===== config.mk =====
export PLATFORM = sky130hd
export DESIGN_NAME = positional_list_engine
export DESIGN_NICKNAME = d
export VERILOG_FILES = /design/src/sv/ple_pkg.sv /design/src/sv/ple_ram.sv /design/src/sv/ple_ctrl.sv /design/src/sv/ple_dp.sv /design/src/sv/positional_list_engine.sv
export VERILOG_INCLUDE_DIRS = /design/src /design/src/sv
export SDC_FILE = /design/constraint.sdc
export NUM_CORES = 2
export LEC_CHECK = 0
export BUFFER_PORTS_ARGS = -buffer_cell sky130_fd_sc_hd__buf_2
export CORE_MARGIN = 2
export CORE_UTILIZATION = 39
export DETAILED_ROUTE_END_ITERATION = 10
export GPL_TIMING_DRIVEN = 0
export PLACE_DENSITY = 0.53
export SYNTH_ARGS = -nofsm -noshare
export SYNTH_HDL_FRONTEND = slang
export SYNTH_HIERARCHICAL = 1
export SYNTH_SLANG_ARGS = --single-unit

===== constraint.sdc =====
create_clock -name clk -period 5.65 [get_ports clk]
set_input_delay 1.13 -clock clk [delete_from_list [all_inputs] [get_ports clk]]
set_output_delay 1.13 -clock clk [all_outputs]
set_load 0.005 [all_outputs]

===== src/sv/positional_list_engine_macros.svh =====
// Assertion macros for the positional list engine datapath.
`ifndef POSITIONAL_LIST_ENGINE_MACROS_SVH
`define POSITIONAL_LIST_ENGINE_MACROS_SVH

// Clocked check that is ignored while reset is applied.
`define PLE_ASSERT(lbl, prop, msg) \
    lbl: assert property (@(posedge clk) disable iff (!rst_n) prop) else $error(msg);

// Clocked check that also holds while reset is applied.
`define PLE_ASSERT_ALWAYS(lbl, prop, msg) \
    lbl: assert property (@(posedge clk) prop) else $error(msg);

`endif


===== src/sv/ple_pkg.sv =====
// Types and codes shared by the positional list engine modules.
`default_nettype none

package ple_pkg;

    // Command codes carried in the request.
    typedef enum logic [1:0] {
        CMD_INSERT = 2'd0,
        CMD_REMOVE = 2'd1,
        CMD_GET    = 2'd2,
        CMD_NOP    = 2'd3
    } cmd_t;

    // Status codes returned in the response.
    typedef enum logic [1:0] {
        ST_OK     = 2'd0,
        ST_BADPOS = 2'd1,
        ST_EMPTY  = 2'd2,
        ST_FULL   = 2'd3
    } stat_t;

    localparam int COUNT_W = 7;

    // Request payload.
    typedef struct packed {
        logic [1:0]         cmd;
        logic signed [31:0] item_value;
        logic signed [15:0] slot_index;
    } req_t;

    // Response payload.
    typedef struct packed {
        logic signed [31:0]   read_value;
        logic [1:0]           status;
        logic [COUNT_W-1:0]   entry_count;
    } rsp_t;

    // Commands from the controller to the datapath.
    typedef struct packed {
        logic load;
        logic decide;
        logic rd_pos;
        logic grab;
        logic sweep_start;
        logic shift;
        logic put;
        logic emit;
    } ctl_t;

    // Status from the datapath to the controller.
    typedef struct packed {
        logic op_ok;
        cmd_t cmd;
        logic at_end;
        logic one_left;
        logic sweep_last;
        logic out_free;
    } sts_t;

endpackage

`default_nettype wire


===== src/sv/ple_ram.sv =====
// Generic simple dual-port RAM with one write port and a registered read port.
`default_nettype none

module ple_ram #(
    parameter int WIDTH = 32,
    parameter int DEPTH = 64
) (
    input  wire logic                     clk,
    input  wire logic                     we,
    input  wire logic [$clog2(DEPTH)-1:0] waddr,
    input  wire logic [WIDTH-1:0]         wdata,
    input  wire logic                     re,
    input  wire logic [$clog2(DEPTH)-1:0] raddr,
    output      logic [WIDTH-1:0]         rdata
);

    logic [WIDTH-1:0] mem_reg [DEPTH];
    logic [WIDTH-1:0] rdata_reg;

    // Write port and registered read port.
    always_ff @(posedge clk)
    begin
        if (we)
        begin
            mem_reg[waddr] <= wdata;
        end
        if (re)
        begin
            rdata_reg <= mem_reg[raddr];
        end
    end

    assign rdata = rdata_reg;

endmodule

`default_nettype wire


===== src/sv/ple_ctrl.sv =====
// Controller state machine that sequences each command of the list engine.
`default_nettype none

module ple_ctrl (
    input  wire logic          clk,
    input  wire logic          rst_n,
    input  wire logic          req_valid,
    output      logic          req_stall,
    input  wire ple_pkg::sts_t sts,
    output      ple_pkg::ctl_t ctl
);

    typedef enum logic [2:0] {
        S_IDLE,
        S_CHECK,
        S_GRAB,
        S_SHIFT,
        S_DRAIN,
        S_PUT,
        S_RESP
    } state_t;

    state_t state_reg;
    state_t state_next;

    // Next state and datapath commands.
    always_comb
    begin
        state_next = state_reg;
        ctl        = '0;
        case (state_reg)
            S_IDLE:
            begin
                ctl.load = req_valid;
                if (req_valid)
                begin
                    state_next = S_CHECK;
                end
            end
            S_CHECK:
            begin
                ctl.decide = 1'b1;
                if (!sts.op_ok)
                begin
                    state_next = S_RESP;
                end
                else if (sts.cmd == ple_pkg::CMD_INSERT)
                begin
                    if (sts.at_end)
                    begin
                        state_next = S_PUT;
                    end
                    else
                    begin
                        ctl.sweep_start = 1'b1;
                        state_next      = S_SHIFT;
                    end
                end
                else
                begin
                    ctl.rd_pos = 1'b1;
                    state_next = S_GRAB;
                end
            end
            S_GRAB:
            begin
                ctl.grab = 1'b1;
                if (sts.cmd == ple_pkg::CMD_REMOVE && !sts.one_left)
                begin
                    ctl.sweep_start = 1'b1;
                    state_next      = S_SHIFT;
                end
                else
                begin
                    state_next = S_RESP;
                end
            end
            S_SHIFT:
            begin
                ctl.shift = 1'b1;
                if (sts.sweep_last)
                begin
                    state_next = S_DRAIN;
                end
            end
            S_DRAIN:
            begin
                if (sts.cmd == ple_pkg::CMD_INSERT)
                begin
                    state_next = S_PUT;
                end
                else
                begin
                    state_next = S_RESP;
                end
            end
            S_PUT:
            begin
                ctl.put    = 1'b1;
                state_next = S_RESP;
            end
            S_RESP:
            begin
                ctl.emit = sts.out_free;
                if (sts.out_free)
                begin
                    state_next = S_IDLE;
                end
            end
            default:
            begin
                state_next = S_IDLE;
            end
        endcase
    end

    // State register.
    always_ff @(posedge clk or negedge rst_n)
    begin
        if (!rst_n)
        begin
            state_reg <= S_IDLE;
        end
        else
        begin
            state_reg <= state_next;
        end
    end

    // A new request is taken only between commands.
    assign req_stall = (state_reg != S_IDLE);

endmodule

`default_nettype wire


===== src/sv/ple_dp.sv =====
// Datapath of the list engine: request register, entry RAM, shift sweep and result register.
`default_nettype none

`include "positional_list_engine_macros.svh"

module ple_dp #(
    parameter int CAPACITY = 64
) (
    input  wire logic          clk,
    input  wire logic          rst_n,
    input  wire ple_pkg::req_t req_data,
    output      logic          rsp_valid,
    input  wire logic          rsp_stall,
    output      ple_pkg::rsp_t rsp_data,
    input  wire ple_pkg::ctl_t ctl,
    output      ple_pkg::sts_t sts
);

    localparam int LEN_W  = $clog2(CAPACITY + 1);
    localparam int ADDR_W = $clog2(CAPACITY);
    localparam int CMP_W  = (LEN_W > 15) ? LEN_W : 15;

    ple_pkg::req_t       req_reg;
    logic [LEN_W-1:0]    len_reg;
    logic [LEN_W-1:0]    len_next;
    logic [ADDR_W-1:0]   cursor_reg;
    logic [ADDR_W-1:0]   wr_addr_reg;
    logic                pend_reg;
    logic                ok_reg;
    logic [1:0]          status_reg;
    logic [31:0]         val_reg;
    logic                out_valid_reg;
    ple_pkg::rsp_t       out_reg;

    logic                is_ins;
    logic                neg;
    logic                empty;
    logic                full;
    logic [CMP_W-1:0]    pos_c;
    logic [CMP_W-1:0]    len_c;
    logic [ADDR_W-1:0]   pos_eff;
    logic [ADDR_W-1:0]   len_m1;
    logic                op_ok;
    ple_pkg::stat_t      code;
    logic [31:0]         rdata;
    logic                ram_we;
    logic [ADDR_W-1:0]   ram_waddr;
    logic [31:0]         ram_wdata;
    logic                ram_re;
    logic [ADDR_W-1:0]   ram_raddr;
    logic                out_free;

    // Position and length comparisons for the registered request.
    assign is_ins  = (req_reg.cmd == ple_pkg::CMD_INSERT);
    assign neg     = req_reg.slot_index[15];
    assign empty   = (len_reg == '0);
    assign full    = (len_reg == LEN_W'(CAPACITY));
    assign pos_c   = CMP_W'(req_reg.slot_index[14:0]);
    assign len_c   = CMP_W'(len_reg);
    assign pos_eff = empty ? '0 : ADDR_W'(req_reg.slot_index[14:0]);
    assign len_m1  = ADDR_W'(len_reg - 1'b1);

    // Outcome of the command, with the checks in priority order.
    always_comb
    begin
        code  = ple_pkg::ST_OK;
        op_ok = 1'b0;
        case (req_reg.cmd)
            ple_pkg::CMD_INSERT:
            begin
                if (neg)
                begin
                    code = ple_pkg::ST_BADPOS;
                end
                else if (full)
                begin
                    code = ple_pkg::ST_FULL;
                end
                else if (!empty && pos_c > len_c)
                begin
                    code = ple_pkg::ST_BADPOS;
                end
                else
                begin
                    op_ok = 1'b1;
                end
            end
            ple_pkg::CMD_REMOVE, ple_pkg::CMD_GET:
            begin
                if (neg)
                begin
                    code = ple_pkg::ST_BADPOS;
                end
                else if (empty)
                begin
                    code = ple_pkg::ST_EMPTY;
                end
                else if (pos_c >= len_c)
                begin
                    code = ple_pkg::ST_BADPOS;
                end
                else
                begin
                    op_ok = 1'b1;
                end
            end
            default:
            begin
                code  = ple_pkg::ST_OK;
                op_ok = 1'b0;
            end
        endcase
    end

    // Status back to the controller.
    assign out_free       = !out_valid_reg || !rsp_stall;
    assign sts.op_ok      = op_ok;
    assign sts.cmd        = ple_pkg::cmd_t'(req_reg.cmd);
    assign sts.at_end     = empty || (pos_c == len_c);
    assign sts.one_left   = (pos_eff == len_m1);
    assign sts.sweep_last = is_ins ? (cursor_reg == pos_eff) : (cursor_reg == len_m1);
    assign sts.out_free   = out_free;

    // Entry RAM ports: the sweep reads one entry a cycle and writes it one place over
    // in the next cycle; the inserted value goes in last.
    assign ram_re    = ctl.rd_pos || ctl.shift;
    assign ram_raddr = ctl.shift ? cursor_reg : pos_eff;
    assign ram_we    = pend_reg || ctl.put;
    assign ram_waddr = ctl.put ? pos_eff : wr_addr_reg;
    assign ram_wdata = ctl.put ? req_reg.item_value : rdata;

    ple_ram #(
        .WIDTH (32),
        .DEPTH (CAPACITY)
    ) u_ram (
        .clk   (clk),
        .we    (ram_we),
        .waddr (ram_waddr),
        .wdata (ram_wdata),
        .re    (ram_re),
        .raddr (ram_raddr),
        .rdata (rdata)
    );

    // Length after the command completes.
    always_comb
    begin
        len_next = len_reg;
        if (ok_reg && req_reg.cmd == ple_pkg::CMD_INSERT)
        begin
            len_next = len_reg + 1'b1;
        end
        else if (ok_reg && req_reg.cmd == ple_pkg::CMD_REMOVE)
        begin
            len_next = len_reg - 1'b1;
        end
    end

    // Control registers.
    always_ff @(posedge clk or negedge rst_n)
    begin
        if (!rst_n)
        begin
            len_reg       <= '0;
            pend_reg      <= 1'b0;
            out_valid_reg <= 1'b0;
        end
        else
        begin
            pend_reg <= ctl.shift;
            if (ctl.emit)
            begin
                len_reg <= len_next;
            end
            out_valid_reg <= ctl.emit || (out_valid_reg && rsp_stall);
        end
    end

    // Payload registers.
    always_ff @(posedge clk)
    begin
        if (ctl.load)
        begin
            req_reg <= req_data;
        end
        if (ctl.decide)
        begin
            status_reg <= code;
            ok_reg     <= op_ok;
            val_reg    <= '0;
        end
        if (ctl.grab)
        begin
            val_reg <= rdata;
        end
        if (ctl.sweep_start)
        begin
            cursor_reg <= is_ins ? len_m1 : ADDR_W'(pos_eff + 1'b1);
        end
        else if (ctl.shift)
        begin
            cursor_reg <= is_ins ? ADDR_W'(cursor_reg - 1'b1) : ADDR_W'(cursor_reg + 1'b1);
        end
        if (ctl.shift)
        begin
            wr_addr_reg <= is_ins ? ADDR_W'(cursor_reg + 1'b1) : ADDR_W'(cursor_reg - 1'b1);
        end
        if (ctl.emit)
        begin
            out_reg.read_value  <= val_reg;
            out_reg.status      <= status_reg;
            out_reg.entry_count <= ple_pkg::COUNT_W'(len_next);
        end
    end

    assign rsp_valid = out_valid_reg;
    assign rsp_data  = out_reg;

    // The length never exceeds the capacity.
    `PLE_ASSERT(a_len_range, (len_reg <= LEN_W'(CAPACITY)), "length above capacity")
    // A sweep read always lies inside the stored entries.
    `PLE_ASSERT(a_cursor_range, (ctl.shift |-> LEN_W'(cursor_reg) < len_reg), "sweep out of range")
    // The value write never collides with a pending sweep write.
    `PLE_ASSERT(a_port_clash, (!(pend_reg && ctl.put)), "write port collision")
    // A finished insert grows the list by one entry.
    `PLE_ASSERT(a_ins_grow, (ctl.emit && ok_reg && is_ins |=> len_reg == LEN_W'($past(len_reg) + 1'b1)), "insert did not grow list")

endmodule

`default_nettype wire


===== src/sv/positional_list_engine.sv =====
// Top level of the positional list engine: a bounded ordered list of signed 32-bit values.
//
// Usage: a request transfer on req_valid/req_data carries one command (insert, remove
// or get, with a value and a position); each request gives exactly one response
// transfer on rsp_valid/rsp_data with the read value, a status code and the count of
// entries held afterward. A transfer takes place when valid is high and stall is low.
// Commands are handled one at a time. The single entry RAM moves one entry per cycle,
// so inserts and removes that move more entries take longer. The response is
// registered and appears in the cycle after the command completes. Reset clears the
// length to zero and drops any pending response; entry contents are left as they are.
// If the receiver stalls, the response is held stable, the next request is still
// taken, and that command waits at its end until the output register is free.
`default_nettype none

module positional_list_engine #(
    parameter int CAPACITY = 64
) (
    input  wire logic          clk,
    input  wire logic          rst_n,
    input  wire logic          req_valid,
    output      logic          req_stall,
    input  wire ple_pkg::req_t req_data,
    output      logic          rsp_valid,
    input  wire logic          rsp_stall,
    output      ple_pkg::rsp_t rsp_data
);

    ple_pkg::ctl_t ctl;
    ple_pkg::sts_t sts;

    // Command sequencer.
    ple_ctrl u_ctrl (
        .clk       (clk),
        .rst_n     (rst_n),
        .req_valid (req_valid),
        .req_stall (req_stall),
        .sts       (sts),
        .ctl       (ctl)
    );

    // Storage and result datapath.
    ple_dp #(
        .CAPACITY (CAPACITY)
    ) u_dp (
        .clk       (clk),
        .rst_n     (rst_n),
        .req_data  (req_data),
        .rsp_valid (rsp_valid),
        .rsp_stall (rsp_stall),
        .rsp_data  (rsp_data),
        .ctl       (ctl),
        .sts       (sts)
    );

endmodule

`default_nettype wire


Word-level counts from Yosys, hierarchy flattened
Memories as Yosys holds them, arrays and structs flattened. A register that Yosys moved wholly into a read port is not among the register bits.
Cells that the tools add are included.
- memory bits (writable): 2048
- register bits: 150
- word-level logic and storage cells: 113
- input port bits: 54
- memories: 1
- output and inout bits: 43
- memory list (name ; depth ; bits a word ; rd ports ; clocked after Yosys merged registers in ; wr ports ; RTL line ; text):
    u_dp.u_ram.mem_reg ; 64 ; 32 ; 1 ; 1 ; 1 ; ple_ram.sv:17 ; logic [WIDTH-1:0] mem_reg [DEPTH];
- reductions and logical operators: 22
- equality and inequality tests: 16
- add/sub/neg operators: 5
- multiplexer cells: 52
- order comparisons: 2
- operators with widths (operator ; count):
    2-to-1 mux 32 bit ; 3
    2-to-1 mux 6 bit ; 8
    2-to-1 mux 1 bit ; 22
    2-to-1 mux 3 bit ; 7
    one-hot mux 3 bit (7 select lines) ; 1
    equality test 6 bit ; 3
    equality test 15 x 7 -> 1 bit ; 1
    >= comparator 15 x 7 -> 1 bit ; 1
    > comparator 15 x 7 -> 1 bit ; 1
    2-to-1 mux 7 bit ; 2
    adder 6 x 1 -> 6 bit, second input constant ; 2
    2-to-1 mux 2 bit ; 6
    equality test 3 bit, second input constant ; 3
    adder 7 x 1 -> 7 bit, second input constant ; 1
    equality test 7 bit, second input constant ; 1
    logical NOT 7 bit ; 1
    subtractor 7 x 1 -> 7 bit, second input constant ; 1
    equality test 3 x 2 -> 1 bit, second input constant ; 2
    subtractor 6 x 1 -> 6 bit, second input constant ; 1
    logical AND 1 bit ; 5
    logical OR 1 bit ; 5
    logical NOT 1 bit ; 4
    inequality test 2 bit, second input constant ; 2
    one-hot mux 1 bit (2 select lines) ; 2
    11 further kinds ; 12

Depth between registers and ports, before layout
- depth in word-level cells: 11
- gate-level depth with buffers: 19
- gate-level depth less buffers: 15

By module
Netlist, hierarchy kept.
- modules (own cells, without submodules) (module ; area each (um^2) ; cells each ; times used):
    ple_ram ; 78835.6 ; 3324 ; 1
    ple_dp ; 6658.9 ; 494 ; 1
    ple_ctrl ; 366.6 ; 47 ; 1

Worst setup path after synthesis
Ideal clock, no wire load.
- path type: flip-flop to flip-flop
- start point: reg u_dp.len_reg[0]
- end point: mem u_dp.u_ram.mem_reg[49][0], enable pin
- data arrival time: 4.937 ns
- path slack: 0.252 ns
- stages on the path, launching flop included: 14
- setup time: 0.461 ns
- clock period less this slack: 5.398 ns
- required time: 5.189 ns
- path through: dfrtp_1 > clkbuf_1 > inv_1 > ha_1 > or3b_1 > buf_2 > or4_1 > buf_2 > buf_2 > nand2_1 > inv_2 > mux2_2 > clkbuf_1 > nor3_1
- cells in the longest elaborated chain, start to end: 3
- ends and longest elaborated chain (element ; RTL line ; text):
    start, declared ; ple_dp.sv:24 ; logic [LEN_W-1:0] len_reg;
    start signal, assigned ; ple_dp.sv:173 ; len_reg <= len_next;
    logical NOT 7 bit ; ple_dp.sv:56 ; assign empty = (len_reg == '0);
    2-to-1 mux 6 bit ; ple_dp.sv:60 ; assign pos_eff = empty ? '0 : ADDR_W'(req_reg.slot_index[14:0]);
    2-to-1 mux 6 bit ; ple_dp.sv:129 ; assign ram_waddr = ctl.put ? pos_eff : wr_addr_reg;
    named net u_dp.ram_waddr[1] ; ple_dp.sv:47 ; logic [ADDR_W-1:0] ram_waddr;
    end, declared ; ple_ram.sv:17 ;
The timed path passes the listed nets, and every way through them passes these cells.

Worst setup path after layout
- start point: reg u_dp.len_reg[0]
- end point: reg u_dp.u_ram.rdata_reg[0] (netlist: u_dp/u_ram/rdata[0]), read port of u_dp.u_ram.mem_reg, data pin
- elaborated cells between the ends (all ways): 18
- those cells by class: order compare (2); eq/ne (1); mux (11); reduce/logical (4)
- RTL lines (element ; RTL line ; text):
    logical NOT 7 bit ; ple_dp.sv:56 ;
    2-to-1 mux 6 bit ; ple_dp.sv:60 ;
    2-to-1 mux 6 bit ; ple_dp.sv:127 ; assign ram_raddr = ctl.shift ? cursor_reg : pos_eff;
    named net u_dp.ram_raddr[1] ; ple_dp.sv:50 ; logic [ADDR_W-1:0] ram_raddr;
    end, declared ; ple_ram.sv:18 ; logic [WIDTH-1:0] rdata_reg;
The timed path passes the listed nets, and every way through them passes these cells.
A chain may end at the register's enable or synchronous reset.

==> impl_metrics.json <==
{
  "rows": 172,
  "syn_nets": 3934,
  "netlist_instances": 3865,
  "h-tree-depth": 4,
  "path_class": "flip-flop to flip-flop",
  "drc": 0,
  "yosys_warnings": 6,
  "start_kind": "flip-flop",
  "numPortBuffers": 96,
  "fp.dieH_um": 473.2,
  "finalHoldViolCount": 0,
  "grt_overflow": 0,
  "slew_headroom_pct": -2.041,
  "clock_sinks": 2230,
  "cts_buffer_depth": 3,
  "crit_arrival_ns": 6.17,
  "setup_viol": 0,
  "grt_use_total_pct": 24.17,
  "wire_per_inst_um": 36.93,
  "r2r_slack_ns": 0.05,
  "finalCriticalPeriod_ns": 5.599,
  "r2r_cells": 16,
  "slowest_stage": "clkbuf_2",
  "synth_area_um2": 85860,
  "power.internal_mw": 35.41,
  "yosys.cell_types.count": 59,
  "final_antenna_net_count": 0,
  "drv_slew": 11,
  "tightest_slew_ns": 1.531,
  "dpl-instance-area_um2": 92360,
  "grt_pass1_wl_mm": 367.1,
  "clkPwrFrac_pct": 26.4,
  "max_clock_freq_mhz": 178.6,
  "power.density_nw_per_um2": 547.5,
  "path_buf_inv": 7,
  "antenna_found_initial": 18,
  "initial_utilization_pct": 39.15,
  "p_leak_nw": 31.13,
  "p_switching_mw": 19.37,
  "r2r_start": "u_dp/len_reg[0]$_DFFE_PN0P_",
  "clk_latency_ns": 0.87,
  "coreArea_um2": 219300,
  "seqPwrFrac_pct": 38.7,
  "place_inst": 6928,
  "numCtsBuffers": 223,
  "crit_chain": "inv_1, ha_1, or3b_1, buf_2, or4_1, buf_2, buf_2, nand2_1, o21ai_0, buf_2, buf_2, clkbuf_2, mux4_2, mux4_2, o22ai_1, nor2_1",
  "synth-edff-count": 2218,
  "ys.flop_type": "edfxtp_1",
  "ios": 97,
  "clock_skew_ns": 0.02733,
  "outcome": "finished, violations left",
  "slowest_delay_ns": 0.62,
  "dp_hpwl_mm": 176.5,
  "syn_to_final_growth_pct": 16.53,
  "nets": 4365,
  "cts_root_buffer": "clkbuf_16",
  "violations": "capacitance limit, slew limit",
  "ir_drop_v": 0.0005673,
  "rsz0062_at_grt": "false",
  "largest_register_ff_count": 2048,
  "critPathTopFamily": "buffers and inverters",
  "clk_pin_slew_ns": 0.06,
  "die-width_um": 473.2,
  "r2r-end": "u_dp/u_ram/rdata[0]$_DFFE_PP_",
  "avgViaCountPerCell": 6.002,
  "postSynthAreaPerCell_um2": 22.22,
  "final_cells": 7364,
  "min_path_type": "primary input to asynchronous set/reset pin",
  "period_share_pct": 99.10,
  "grt_max_degree": 65,
  "final_area_um2": 100100,
  "drive_above_1_share_pct": 30.50,
  "grt_pass1_vias": 42730,
  "critPathMaxFanout": 10,
  "cts_tree": "yes",
  "drv_cap": 1,
  "drt_iter0_markers": 5732,
  "die_area_um2": 223900,
  "crit_top_cell": "buf_2",
  "drt-total-wl_mm": 272.0,
  "num_vias": 44200,
  "cp.required_ns": 6.22,
  "drtPass1Iterations": 6,
  "swShare_pct": 35.36,
  "synth_seq_cells": 2230,
  "p_comb_share_pct": 34.9,
  "finalWeightedCongestion": 0.8499,
  "async_reset_ff_share_pct": 0.5381,
  "end_kind": "flip-flop",
  "synth-seq-area-share_pct": 77.92
}
-- worst max-delay path by stage --
stage | startpoint | end | slack, ns | depth (start not counted)
6_report | u_dp/len_reg[0]$_DFFE_PN0P_ | u_dp/u_ram/rdata[0]$_DFFE_PP_ | 0.05 | 16
3_3_place_gp | u_dp/len_reg[0]$_DFFE_PN0P_ | u_dp/u_ram/mem_reg[48][22]$_DFFE_PP_ | -3.92 | 14
3_5_place_dp | u_dp/len_reg[0]$_DFFE_PN0P_ | u_dp/u_ram/rdata[22]$_DFFE_PP_ | -1.20 | 19
5_1_grt | u_dp/len_reg[0]$_DFFE_PN0P_ | u_dp/u_ram/mem_reg[45][24]$_DFFE_PP_ | 0.004 | 15
4_1_cts | u_dp/len_reg[0]$_DFFE_PN0P_ | u_dp/u_ram/rdata[22]$_DFFE_PP_ | -0.04 | 16
2_1_floorplan | u_dp/len_reg[0]$_DFFE_PN0P_ | u_dp/u_ram/mem_reg[49][0]$_DFFE_PP_ | 0.25 | 13
-- worst reg2reg max path, cell delays in order, from the launching register on --
cell	delay, ns
dfrtp_1	0.60
inv_1	0.19
ha_1	0.28
or3b_1	0.19
buf_2	0.17
or4_1	0.12
buf_2	0.19
buf_2	0.28
nand2_1	0.19
o21ai_0	0.18
buf_2	0.40
buf_2	0.30
clkbuf_2	0.62
mux4_2	0.43
mux4_2	0.54
o22ai_1	0.45
nor2_1	0.20
-- placed cells by master (no fill, tap or decap), types with 15 or more instances in the layout --
master     instances
buf_12            73
clkbuf_16        226
bufinv_16         19
o21ai_0           24
buf_4             51
mux2_2            16
edfxtp_1        2218
clkbuf_4          16
buf_6             22
ha_1              15
buf_2            157
clkinv_1          60
clkbuf_2          19
nand2_1           58
xnor2_1           29
clkbuf_1         109
o22ai_2           15
o221ai_1          27
mux4_2           544
and2_1            34
a21oi_1           63
a21oi_2           16
inv_1             25
mux2i_1           94
nand3_1           19
o22ai_1           70
mux2_4            20
nor2_1           102
nor2_4            62
nor2b_1           17
clkinv_2          45
-- cells in the mapped netlist (15+ instances only) --
cell	n	area (µm²)
mux2i_1	97	970.9
o22ai_1	90	563.0
xnor2_1	29	254.0
edfxtp_1	2218	66600
buf_2	62	310.3
ha_1	15	187.7
o221ai_1	27	236.5
nand3_1	19	95.09
nor2b_1	17	106.4
nand2_1	59	221.5
o21ai_0	25	125.1
mux4_2	544	12250
mux2_2	36	405.4
and2_1	34	212.7
a21oi_1	78	390.4
inv_1	25	93.84
buf_1	22	82.58
clkbuf_1	100	375.4
nor2_1	164	615.6
buf_4	29	217.7
-- cells by family (layout without fill, tap and decap cells) --
logic type / count (synthesis) / count (layout) / synth area share, %
buffers and inverters: 248 / 868 / 1.363
adders and majority gates: 15 / 15 / 0.2186
and+or+nand+nor: 379 / 379 / 2.145
xor gates and xnor gates: 37 / 37 / 0.3774
AOI/OAI and AO/OA: 279 / 279 / 2.103
DFF: 2230 / 2230 / 77.92
other: 0 / 8 / 0
muxes: 677 / 677 / 15.87
-- routing by layer --
layer,vias to the layer above,wire [µm],track usage (%)
met4,2,13380,10.20
met2,2255,125000,37.24
met1,24290,109700,33.76
met3,466,23870,4.665
met5,-,13,0
li1,17190,-,-
-- what timing repair did --
action                     CTS  global route
resized for setup          104            35
cloned                       0             0
setup endpoints to repair   41           289
setup buffers                8            13
hold buffers                 0             0
pin swaps                    1             3
-- per-stage QoR --
step                util, %  worst slack, ns  TNS [ns]  hold WS, ns  power [mW]
floorplan                 -           0.2522         0       0.4003       31.59
global placement      41.01           -3.916  -4466.03       0.4047       39.81
detailed placement    42.12           -1.199    -21.65       0.4045       40.22
CTS                   45.50         -0.04448   -0.1038       0.1526       54.90
global route          45.62         0.004490         0       0.1705       56.29
finish                45.63          0.05111         0       0.1942       54.78
-- power groups by stage --
stage / registers (mW) / clock network, mW / logic, mW
6_report: 21.2 / 14.5 / 19.1
3_5_place_dp: 21.6 / 0 / 18.6
3_3_place_gp: 21.6 / 0 / 18.2
5_1_grt: 21.3 / 15.3 / 19.7
4_1_cts: 21.2 / 14.7 / 19.0
2_1_floorplan: 21.4 / 0 / 10.2
-- area by class of cell --
class                           instances  area (µm²)
Tap cell                             2871        3592
Buffer                                213        1159
Clock buffer                          273        5832
Timing Repair Buffer                  213        2592
Multi-Input combinational cell       1387       18630
Sequential cell                      2230       66900
Fill cell                           18190      119200
Clock inverter                        141        1224
Antenna cell                            8       20.02
Inverter                               28       105.1
No activity file was read; power rests on OpenSTA's default activity.
